### src/hw/rtl/ircpd_pkg.sv
// Package for the infrared code pair decoder: opcodes, register indexes,
// sequencer states, field widths and the index width helper.
// No dependencies; imported by ir_code_pair_decoder.
package ircpd_pkg;

   // Default depth of the on/off timing table.
   localparam int TABLE_DEPTH_DEF = 16;

   // Field widths fixed by the interface.
   localparam int TIME_W      = 16;
   localparam int INDEX_W     = 4;
   localparam int BYTE_W      = 8;
   localparam int BPI_W       = 3;
   localparam int PCOUNT_W    = 8;
   localparam int CSR_DATA_W  = 32;
   localparam int CSR_ADDR_W  = 4;

   // Opcodes of an input beat.
   localparam logic OP_TABLE_WRITE = 1'b0;
   localparam logic OP_CODE_BYTE   = 1'b1;

   // Register indexes (word address bits of the configuration port).
   localparam logic [1:0] REG_BITS_PER_INDEX = 2'd0;
   localparam logic [1:0] REG_PAIR_COUNT     = 2'd1;
   localparam logic [1:0] REG_CARRIER_PERIOD = 2'd2;

   // Slot index of the last pair one code byte can produce.
   localparam logic [2:0] LAST_SLOT = 3'd7;

   // Sequencer states.
   typedef enum logic [1:0] {
      ST_IDLE,
      ST_EXTRACT,
      ST_SEND
   } state_type;

   // Effective index width: zero acts as one, five and up act as four.
   function automatic logic [2:0] index_width(input logic [2:0] bpi);
      logic [2:0] w;
      if (bpi == 3'd0) begin
         w = 3'd1;
      end else if (bpi > 3'd4) begin
         w = 3'd4;
      end else begin
         w = bpi;
      end
      return w;
   endfunction

endpackage

### src/hw/rtl/ir_code_pair_decoder.sv
// Top level of the infrared code pair decoder: timing table memory, index
// extraction sequencer, result register and configuration registers.
// Depends on ircpd_pkg.

// The block takes two kinds of input beats. A table write (opcode 0) stores
// one on/off pair in the timing table. A code byte (opcode 1) is unpacked
// most significant bit first into table indices of bits_per_index bits;
// each index gives one result beat with its table pair. Bits that do not
// fill a whole index are kept for the next byte, and they are dropped when
// a code ends after pair_count pairs. A code byte gives n result beats (n
// is 1 to 8): each pair is extracted on the shared shifter and read from
// the table read port, then presented from the result register until the
// receiver takes it. No new beat is accepted until the last pair of the
// current byte has been delivered. Writing bits_per_index or pair_count
// drops kept bits and restarts the pair count.
module ir_code_pair_decoder
   import ircpd_pkg::*;
#(
   parameter int TABLE_DEPTH = TABLE_DEPTH_DEF
) (
   input  logic                  clock,
   input  logic                  reset,
   // Input channel.
   input  logic                  req_valid,
   output logic                  req_stall,
   input  logic                  req_opcode,
   input  logic [INDEX_W-1:0]    req_table_index,
   input  logic [TIME_W-1:0]     req_on_value,
   input  logic [TIME_W-1:0]     req_off_value,
   input  logic [BYTE_W-1:0]     req_code_byte,
   // Result channel.
   output logic                  rsp_valid,
   input  logic                  rsp_stall,
   output logic [TIME_W-1:0]     rsp_on_time,
   output logic [TIME_W-1:0]     rsp_off_time,
   output logic                  rsp_carrier_on,
   output logic                  rsp_last_of_item,
   output logic                  rsp_code_done,
   // Configuration port.
   input  logic                  psel,
   input  logic                  penable,
   input  logic                  pwrite,
   input  logic [CSR_ADDR_W-1:0] paddr,
   input  logic [CSR_DATA_W-1:0] pwdata,
   output logic [CSR_DATA_W-1:0] prdata,
   output logic                  pready
);

   localparam int ADDR_W = (TABLE_DEPTH > 1) ? $clog2(TABLE_DEPTH) : 1;
   localparam logic [8:0] DEPTH_LIM = 9'(TABLE_DEPTH);

   // Sequencer and configuration state.
   state_type             state_ff, state_in;
   logic [BPI_W-1:0]      bpi_ff;
   logic [PCOUNT_W-1:0]   pcount_ff;
   logic [TIME_W-1:0]     carrier_ff;
   logic [2:0]            lbits_ff, lbits_in;
   logic [1:0]            lcount_ff, lcount_in;
   logic [PCOUNT_W-1:0]   sent_ff, sent_in;

   // Working registers of the current code byte.
   logic [10:0]           acc_ff, acc_in;
   logic [3:0]            avail_ff, avail_in;
   logic [2:0]            slot_ff, slot_in;

   // Result flags and table read data.
   logic                  hit_ff, hit_in;
   logic                  car_ff, car_in;
   logic                  last_ff, last_in;
   logic                  done_ff, done_in;
   logic [TIME_W-1:0]     on_rd_ff;
   logic [TIME_W-1:0]     off_rd_ff;

   // Timing table memories.
   logic [TIME_W-1:0]     on_mem  [TABLE_DEPTH];
   logic [TIME_W-1:0]     off_mem [TABLE_DEPTH];

   logic                  req_beat;
   logic                  rsp_beat;
   logic                  cfg_we;
   logic [1:0]            cfg_idx;
   logic                  tbl_we;
   logic                  rd_en;
   logic [ADDR_W-1:0]     rd_addr;
   logic [2:0]            width;
   logic [3:0]            mask;
   logic [3:0]            new_avail;
   logic [3:0]            idx;
   logic                  pair_done;
   logic                  keep_stale;
   logic [1:0]            lc_eff;
   logic [2:0]            lb_eff;

   // Handshakes.
   assign req_beat = req_valid && !req_stall;
   assign rsp_beat = rsp_valid && !rsp_stall;
   assign cfg_we   = psel && penable && pwrite && pready;
   assign cfg_idx  = paddr[3:2];
   assign pready   = 1'b1;

   // Shared shifter: pull the next index out of the accumulator.
   assign width     = index_width(bpi_ff);
   assign mask      = 4'((5'd1 << width) - 5'd1);
   assign new_avail = avail_ff - {1'b0, width};
   assign idx       = 4'(acc_ff >> new_avail) & mask;
   assign pair_done = (sent_ff + 8'd1) == pcount_ff;
   assign rd_addr   = ADDR_W'(idx);
   assign rd_en     = (state_ff == ST_EXTRACT);

   // Kept bits are discarded when they already cover a whole index.
   assign keep_stale = {1'b0, lcount_ff} >= width;
   assign lc_eff     = keep_stale ? 2'd0 : lcount_ff;
   assign lb_eff     = keep_stale ? 3'd0 : lbits_ff;

   assign tbl_we = req_beat && (req_opcode == OP_TABLE_WRITE)
                   && ({5'd0, req_table_index} < DEPTH_LIM);

   // Next state, handshake outputs and next values of the working registers.
   always_comb begin
      state_in  = state_ff;
      acc_in    = acc_ff;
      avail_in  = avail_ff;
      slot_in   = slot_ff;
      lbits_in  = lbits_ff;
      lcount_in = lcount_ff;
      sent_in   = sent_ff;
      hit_in    = hit_ff;
      car_in    = car_ff;
      last_in   = last_ff;
      done_in   = done_ff;
      req_stall = (state_ff != ST_IDLE);
      rsp_valid = (state_ff == ST_SEND);
      unique case (state_ff)
         ST_IDLE: begin
            if (req_beat && (req_opcode == OP_CODE_BYTE)) begin
               acc_in   = {lb_eff, req_code_byte};
               avail_in = {2'd0, lc_eff} + 4'd8;
               slot_in  = 3'd0;
               state_in = ST_EXTRACT;
            end
         end
         ST_EXTRACT: begin
            hit_in  = ({5'd0, idx} < DEPTH_LIM);
            car_in  = (carrier_ff != '0);
            done_in = pair_done;
            last_in = pair_done || (new_avail < {1'b0, width}) || (slot_ff == LAST_SLOT);
            if (pair_done) begin
               sent_in  = '0;
               avail_in = 4'd0;
            end else begin
               sent_in  = sent_ff + 8'd1;
               avail_in = new_avail;
            end
            // Bits left at the end of the byte are kept for the next one.
            if (last_in) begin
               lcount_in = pair_done ? 2'd0 : new_avail[1:0];
               lbits_in  = acc_ff[2:0] & 3'((4'd1 << lcount_in) - 4'd1);
            end
            state_in = ST_SEND;
         end
         ST_SEND: begin
            if (rsp_beat) begin
               slot_in  = slot_ff + 3'd1;
               state_in = last_ff ? ST_IDLE : ST_EXTRACT;
            end
         end
         default: begin
            state_in = ST_IDLE;
         end
      endcase
      // A width or count write restarts the code.
      if (cfg_we && ((cfg_idx == REG_BITS_PER_INDEX) || (cfg_idx == REG_PAIR_COUNT))) begin
         lbits_in  = 3'd0;
         lcount_in = 2'd0;
         sent_in   = '0;
      end
   end

   // Control registers.
   always_ff @(posedge clock) begin
      if (reset) begin
         state_ff  <= ST_IDLE;
         lbits_ff  <= 3'd0;
         lcount_ff <= 2'd0;
         sent_ff   <= '0;
      end else begin
         state_ff  <= state_in;
         lbits_ff  <= lbits_in;
         lcount_ff <= lcount_in;
         sent_ff   <= sent_in;
      end
   end

   // Configuration registers.
   always_ff @(posedge clock) begin
      if (reset) begin
         bpi_ff     <= 3'd2;
         pcount_ff  <= 8'd1;
         carrier_ff <= '0;
      end else if (cfg_we) begin
         unique case (cfg_idx)
            REG_BITS_PER_INDEX: bpi_ff     <= pwdata[BPI_W-1:0];
            REG_PAIR_COUNT:     pcount_ff  <= pwdata[PCOUNT_W-1:0];
            REG_CARRIER_PERIOD: carrier_ff <= pwdata[TIME_W-1:0];
            default: begin
            end
         endcase
      end
   end

   // Register read-back.
   always_comb begin
      unique case (cfg_idx)
         REG_BITS_PER_INDEX: prdata = {29'd0, bpi_ff};
         REG_PAIR_COUNT:     prdata = {24'd0, pcount_ff};
         REG_CARRIER_PERIOD: prdata = {16'd0, carrier_ff};
         default:            prdata = '0;
      endcase
   end

   // Working and result registers; payload only, no reset needed.
   always_ff @(posedge clock) begin
      acc_ff   <= acc_in;
      avail_ff <= avail_in;
      slot_ff  <= slot_in;
      hit_ff   <= hit_in;
      car_ff   <= car_in;
      last_ff  <= last_in;
      done_ff  <= done_in;
   end

   // Timing table: one write port, one registered read port.
   always_ff @(posedge clock) begin
      if (tbl_we) begin
         on_mem[ADDR_W'(req_table_index)]  <= req_on_value;
         off_mem[ADDR_W'(req_table_index)] <= req_off_value;
      end
      if (rd_en) begin
         on_rd_ff  <= on_mem[rd_addr];
         off_rd_ff <= off_mem[rd_addr];
      end
   end

   // Result beat fields; indices past the table read as zero.
   assign rsp_on_time      = hit_ff ? on_rd_ff : '0;
   assign rsp_off_time     = hit_ff ? off_rd_ff : '0;
   assign rsp_carrier_on   = car_ff;
   assign rsp_last_of_item = last_ff;
   assign rsp_code_done    = done_ff;

`ifndef SYNTHESIS
   // A code byte keeps the input side stalled on the next cycle.
   a_byte_stalls: assert property (@(posedge clock) disable iff (reset)
      req_beat && (req_opcode == OP_CODE_BYTE) |=> req_stall)
      else $error("input not stalled after a code byte");

   // The end of a code is always the last pair of its byte.
   a_done_is_last: assert property (@(posedge clock) disable iff (reset)
      rsp_valid && rsp_code_done |-> rsp_last_of_item)
      else $error("code_done without last_of_item");

   // After the last pair of a byte is taken the block is ready again.
   a_last_frees: assert property (@(posedge clock) disable iff (reset)
      rsp_beat && rsp_last_of_item |=> !req_stall && !rsp_valid)
      else $error("block not idle after last pair");

   // The accumulator never holds more than eleven unused bits.
   a_avail_bound: assert property (@(posedge clock) disable iff (reset)
      (state_ff == ST_EXTRACT) |-> (avail_ff <= 4'd11) && (avail_ff >= {1'b0, width}))
      else $error("bit count out of range during extraction");
`endif

endmodule

### config.mk
export PLATFORM = sky130hd
export DESIGN_NAME = ir_code_pair_decoder
export DESIGN_NICKNAME = d
export VERILOG_FILES = /design/src/hw/rtl/ircpd_pkg.sv /design/src/hw/rtl/ir_code_pair_decoder.sv
export SDC_FILE = /design/constraint.sdc
export NUM_CORES = 1
export LEC_CHECK = 0
export ABC_AREA = 1
export BUFFER_PORTS_ARGS = -buffer_cell sky130_fd_sc_hd__buf_2
export CORE_MARGIN = 5
export CORE_UTILIZATION = 40
export CTS_CLUSTER_DIAMETER = 200
export DETAILED_ROUTE_END_ITERATION = 10
export GPL_TIMING_DRIVEN = 0
export PLACE_DENSITY_LB_ADDON = 0.25
export REMOVE_ABC_BUFFERS = 1
export SETUP_SLACK_MARGIN = 0.3
export SYNTH_ARGS = -nofsm -noshare
export SYNTH_HDL_FRONTEND = slang
export SYNTH_SLANG_ARGS = --single-unit
### constraint.sdc
create_clock -name clock -period 7.7 [get_ports clock]
set_input_delay 0.385 -clock clock [delete_from_list [all_inputs] [get_ports clock]]
set_output_delay 0.385 -clock clock [all_outputs]
set_load 0.005 [all_outputs]
Word level (Yosys, flattened, before mapping)
Memory sizes are Yosys's and may differ from the RTL's. A register that Yosys moved wholly into a read port is not among the register bits.
Cells that the tools add are included.
{ "word_totals": {"wordCells": 85, "mem_count": 2, "inputBits": 88, "regBits": 63, "ram_bits": 512, "output_inout_bits": 70} }
{ "op_classes": {"shifts": 3, "eq_ne": 8, "order_cmp": 3, "n_bitwise": 3, "n_reduce_logical": 28, "add_sub_neg": 6, "n_mux": 18} }
{ "memory_table": {"columns": ["name", "depth", "word_bits", "rd", "rd_ports_with_merged_regs", "write_ports", "line_no", "text"], "rows": [
  ["off_mem", 16, 16, 1, 1, 1, "ir_code_pair_decoder.sv:76", "logic [TIME_W-1:0] off_mem [TABLE_DEPTH];"],
  ["on_mem", 16, 16, 1, 1, 1, "ir_code_pair_decoder.sv:75", "logic [TIME_W-1:0] on_mem [TABLE_DEPTH];"]
]} }
{ "ops": {"columns": ["operator", "n"], "rows": [
  ["$pmux 16 s3", 1],
  ["$reduce_bool 16->1", 1],
  ["$reduce_and 2->1", 7],
  ["$mux 3", 4],
  ["$shr 11x4->4", 1],
  ["$add 8x1->8 const B", 1],
  ["$eq 8x8->1", 1],
  ["$mux 2", 4],
  ["$mux 4", 2],
  ["$mux 8", 1],
  ["$pmux 4 s2", 1],
  ["$logic_and 1x1->1", 7],
  ["$pmux 2 s3", 1],
  ["$pmux 3 s2", 1],
  ["$reduce_bool 2->1", 3],
  ["$add 2x4->4 const B", 1],
  ["$and 4x4->4", 1],
  ["$eq 2x1->1 const B", 2],
  ["$eq 2x2->1 const B", 2],
  ["$logic_not 2->1", 2],
  ["$lt 4x3->1", 1],
  ["$shl 1x3->4 const A", 1],
  ["$sub 4x1->4 const B", 1],
  ["$sub 4x3->4", 1],
  ["16 further kinds", 21]
]} }

Depth between registers and ports, before layout
{ "logic_depth": {"word_depth": 8, "ltp_mapped": 20, "depth_no_buf": 17} }

Worst setup path after synthesis
No wires, ideal clock.
{ "synth_timing": {"path_kind": "reg-to-reg", "start": "reg state_ff[0]", "end": "reg avail_ff[0], enable pin", "arrival_time_ps": 2697, "stages_incl_launch_ff": 6, "path_buffers": 1, "path_slack_ps": 4695, "t_required_ps": 7392, "synth_period_minus_slack_ps": 3005, "setup_ps": 308, "cell_sequence": "dfxtp_1 inv_1 nor2_1 inv_1 clkbuf_1 nand2_1"} }
{ "synth_via": {"elab_chain_cells": 6, "elab_cells_between_ends": 9, "classes_between": "eq/ne: 2; reduce/logical: 7"} }
{ "synth_rtl": {"columns": ["item", "line_no", "text"], "rows": [
  ["from (decl)", "ir_code_pair_decoder.sv:53", "state_type state_ff, state_in;"],
  ["from (signal assigned)", "ir_code_pair_decoder.sv:187", "state_ff <= state_in;"],
  ["$reduce_bool 2->1", "ir_code_pair_decoder.sv:131", "req_stall = (state_ff != ST_IDLE);"],
  ["$logic_not 1->1", "ir_code_pair_decoder.sv:95", "assign req_beat = req_valid && !req_stall;"],
  ["$logic_and 1x1->1", "ir_code_pair_decoder.sv:95", null],
  ["$logic_and 1x1->1", "ir_code_pair_decoder.sv:135", "if (req_beat && (req_opcode == OP_CODE_BYTE)) begin"],
  ["$ne 2x2->1 (no source line)", null, null],
  ["$reduce_and 2->1 (no source line) (*)", null, null],
  ["to (signal assigned)", "ir_code_pair_decoder.sv:224", "avail_ff <= avail_in;"],
  ["to (decl)", "ir_code_pair_decoder.sv:63", "logic [3:0] avail_ff, avail_in;"]
]} }
Every way passes the cells marked *; elsewhere a longest branch is shown, timed or not.
A chain may end at the register's enable or synchronous reset.

Worst setup path in the final report
{ "layout_timing": {"start": "reg bpi_ff[0]", "end": "reg off_rd_ff[2], read port of off_mem, data pin"} }
{ "layout_via": {"elab_chain_cells": 6, "elab_cells_between_ends": 9, "classes_between": "add/sub: 2; order compare: 1; shift: 2; mux: 2; bitwise: 1; reduce/logical: 1"} }
{ "layout_rtl": {"columns": ["item", "line_no", "text"], "rows": [
  ["from (decl)", "ir_code_pair_decoder.sv:54", "logic [BPI_W-1:0] bpi_ff;"],
  ["from (signal assigned)", "ir_code_pair_decoder.sv:202", "REG_BITS_PER_INDEX: bpi_ff <= pwdata[BPI_W-1:0];"],
  ["$gt 3x3->1", "ircpd_pkg.sv:42", "end else if (bpi > 3'd4) begin"],
  ["$mux 3", "ircpd_pkg.sv:42", null],
  ["$mux 3 (*)", "ircpd_pkg.sv:40", "if (bpi == 3'd0) begin"],
  ["$sub 4x3->4 or $shl 1x3->4 (tied branches)", "ir_code_pair_decoder.sv:104, ir_code_pair_decoder.sv:103", null],
  ["$shr 11x4->4 or $sub 4x1->4 (tied branches)", "ir_code_pair_decoder.sv:105, ir_code_pair_decoder.sv:103", null],
  ["$and 4x4->4 (*)", "ir_code_pair_decoder.sv:105", "assign idx = 4'(acc_ff >> new_avail) & mask;"],
  ["to (decl)", "ir_code_pair_decoder.sv:72", "logic [TIME_W-1:0] off_rd_ff;"]
]} }
Marks and branches as above.

==> results.py <==
metrics = {
    "timing": {
        "rsz0062_at_grt": "no",
        "slew_violations": 0,
        "hold_viol": 0,
        "relSlewSlack_pct": 32.9,
        "layout_min_cycle_time_ns": 5.33,
        "period_share_pct": 69.2,
        "setup_viol": 0,
        "fmax_mhz": 188,
        "clock_skew_ns": 0.0313,
        "worst_pin_slew_ns": 1.00,
    },
    "grt": {
        "grt_max_degree": 131,
        "grt_pass1_wl_um": 100000,
        "antenna_found_initial": 4,
        "grt_pass1_vias": 17000,
        "grt.overflow.total": 0,
        "grt_use_total_pct": 18.2,
    },
    "yosys": {
        "synth_ff_type": "edfxtp_1",
        "yosysSeqAreaShare_pct": 67.3,
        "netlist_area_sq_um": 26500,
        "synth-seq-cells": 607,
        "post_synth.cell_area_avg_sq_um": 10.6,
        "syn-instance-count": 2498,
        "synth-edff-count": 565,
        "synth_cell_types": 37,
        "yosys_warnings": 0,
        "synth-async-reset-ratio_pct": 0,
    },
    "floorplan": {
        "die-area_sq_um": 71400,
        "rows": 94,
        "start_util_pct": 40.3,
        "die_x_um": 267,
        "io_pins": 158,
        "core_area_sq_um": 65600,
        "fp.dieH_um": 267,
    },
    "layout": {
        "synthToLayoutAreaGrowth_pct": 15.4,
        "regArea_sq_um": 17800,
        "drive_gt1_share_pct": 10.8,
        "finalNonFillerCells": 3517,
        "final_util_pct": 46.5,
        "finalNetCount": 2698,
        "multiInputGateArea_sq_um": 6870,
        "nFillCells": 5908,
    },
    "clock_tree": {
        "cts_sinks": 607,
        "cts-resized-gates": 0,
        "cts_tree": "yes",
        "clkSlewWorstSetupHoldPaths_ns": 0.06,
        "cts_buffer_depth": 3,
        "post_cts_buffers": 0,
        "cts.hold.buffers_added": 12,
        "clkLatencyLatePin_ns": 0.65,
        "clockRootBuffer": "clkbuf_16",
        "htreeDepth": 2,
        "cts_buffers": 61,
    },
    "setup_path": {
        "r2r_start": "bpi_ff[0]",
        "startpoint_type": "register",
        "required_ns": 8.06,
        "critPathCaptureType": "register",
        "path_class": "reg2reg",
        "worstPathArrival_ns": 5.69,
        "reg2reg_depth": 18,
        "r2r_slack_ns": 2.37,
        "timing.rr.end": "off_rd_ff[2]",
        "crit_path_max_fanout": 130,
    },
    "routing": {
        "wl_per_cell_um": 18.7,
        "drc_errors": 0,
        "via_per_inst": 5.05,
        "dr.pass1.iters": 6,
        "drt_iter0_drc": 1403,
        "ant_nets": 0,
        "dr_total_vias": 17800,
        "wl_um": 65900,
    },
    "power_and_ir_drop": {
        "cellLeakagePower_nw": 12.0,
        "cellPowerDensity_nw_per_um2": 297,
        "vdd_drop_max_v": 0.000222,
        "clkPwrFrac_pct": 32.8,
        "total_power_w": 0.00908,
        "p_int_w": 0.00617,
        "power.switching_fraction_pct": 32.1,
        "p_comb_share_pct": 25.8,
        "power_switching_w": 0.00291,
        "p_seq_share_pct": 41.4,
    },
    "worst_hold_path": {
        "hold_class": "in2reg",
        "hold_start": "pwdata[8]",
        "min_path_cells": 3,
        "hold-path-endpoint": "carrier_ff[8]",
    },
    "placement": {
        "routabilityCongestion": 0.803,
        "port_buffers": 122,
        "dpl.cell_count": 3387,
        "dp_hpwl_um": 37700,
    },
    "run_status": {
        "status": "finished, final reports clean",
    },
    "flow_run": {
        "max_cap_violations": 0,
    },
}
[metal layers]
| layer | share of wire [%] | routed length (um) | track usage, % |
|---|---|---|---|
| met1 | 45 | 29900 | 26.0 |
| met3 | 7.0 | 4630 | 2.78 |
| met2 | 46 | 30300 | 29.5 |
| met5 | 0.050 | 33 | 0 |
| met4 | 1.7 | 1100 | 4.49 |
[worst max-delay path, stage by stage, from the launching register on]
cell and delay (ns):
dfxtp_1 0.37, inv_1 0.07, a21oi_1 0.24, ha_1 0.20
inv_1 0.06, fa_1 0.93, inv_1 0.30, nand3_1 0.16
nand3_1 0.15, nand3_4 0.51, buf_16 0.31, nand2_8 0.51
buf_16 0.46, nand2_1 0.16, nand2_1 0.06, nand2_1 0.05
nand3_1 0.07, nand3_1 0.11, nand2_1 0.15
[power groups by stage]
stage	clock (W)	combinational [W]	sequential, W
2_1_floorplan	0	0.00159	0.00383
3_3_place_gp	0	0.00248	0.00383
3_5_place_dp	0	0.00235	0.00383
4_1_cts	0.00304	0.00237	0.00376
5_1_grt	0.00319	0.00264	0.00376
6_report	0.00298	0.00234	0.00376
[through the flow]
step | setup TNS (ns) | cell area (sq um) | setup slack, ns | hold WS [ns]
after floorplan | 0 | 25600 | 0.160 | 0.445
after CTS | 0 | 30500 | 2.41 | 0.00838
after global routing | 0 | 30500 | 2.02 | 0.0647
after detailed placement | 0 | 28400 | 2.43 | 0.458
final | 0 | 30500 | 2.37 | 0.0493
after global placement | -186.01 | 27300 | -5.96 | 0.459
[final cells by class]
cell class	instances	area share, %
Timing Repair Buffer	171	5.16
Tap cell	864	3.54
Clock buffer	73	5.22
Inverter	305	3.77
Sequential cell	607	58.3
Clock inverter	42	1.45
Antenna cell	3	0.0246
Multi-Input combinational cell	1452	22.5
[placed cells by master, fill, tap and decap left out, types with 14 or more instances in the layout]
cell type / count
edfxtp_1: 565
clkbuf_16: 62
buf_16: 16
buf_12: 18
conb_1: 17
nand3_1: 427
nand3b_1: 96
nor2_1: 48
clkinv_1: 14
nand2_1: 718
a21oi_1: 40
o21ai_0: 35
buf_2: 122
dfxtp_1: 42
nor2_4: 18
inv_1: 298
[how the worst max path moves through the flow]
stage	cells after the start	slack, ns	end	from
2_1_floorplan	16	0.16	off_rd_ff[0]	bpi_ff[0]
3_3_place_gp	15	-5.96	off_rd_ff[2]	bpi_ff[2]
3_5_place_dp	17	2.43	off_rd_ff[2]	bpi_ff[2]
4_1_cts	18	2.41	off_rd_ff[2]	bpi_ff[0]
5_1_grt	18	2.02	off_rd_ff[2]	bpi_ff[0]
6_report	18	2.37	off_rd_ff[2]	bpi_ff[0]
[cell usage after synthesis (all sizes together), types with 3 or more instances]
cell type | number | area, sq um
nand3b | 96 | 721
o211ai | 7 | 52.6
nor4 | 3 | 18.8
nand4 | 4 | 25.0
o21ai | 36 | 180
nand2 | 723 | 2720
ha | 11 | 138
nor2 | 68 | 263
clkbuf | 18 | 67.6
dfxtp | 42 | 841
edfxtp | 565 | 17000
o22ai | 5 | 31.3
buf | 131 | 800
nand3 | 430 | 2170
inv | 304 | 1140
a21oi | 41 | 209
[state kept, by name, indices dropped and copies added, names as in the netlist]
signal and flops:
rsp_last_of_item 1, rsp_carrier_on 1, acc_ff 11, off_mem 256
off_rd_ff 16, carrier_ff 16, state_ff 2, lcount_ff 2
bpi_ff 3, slot_ff 3, avail_ff 4, pcount_ff 8
on_mem 256, sent_ff 8, rsp_code_done 1, lbits_ff 3
on_rd_ff 16
[kinds of logic after synthesis]
family                   after synthesis  share of synthesized area (%)
buffers and inverters                454                           7.60
other                                  2                         0.0284
AND/OR/NAND/NOR                     1325                           22.4
flip-flops                           607                           67.3
adder cells (fa/ha/maj)               12                          0.596
XOR/XNOR                               3                          0.128
AO/OA/AOI/OAI                         95                           1.97
(Power assumes the default switching activity.)
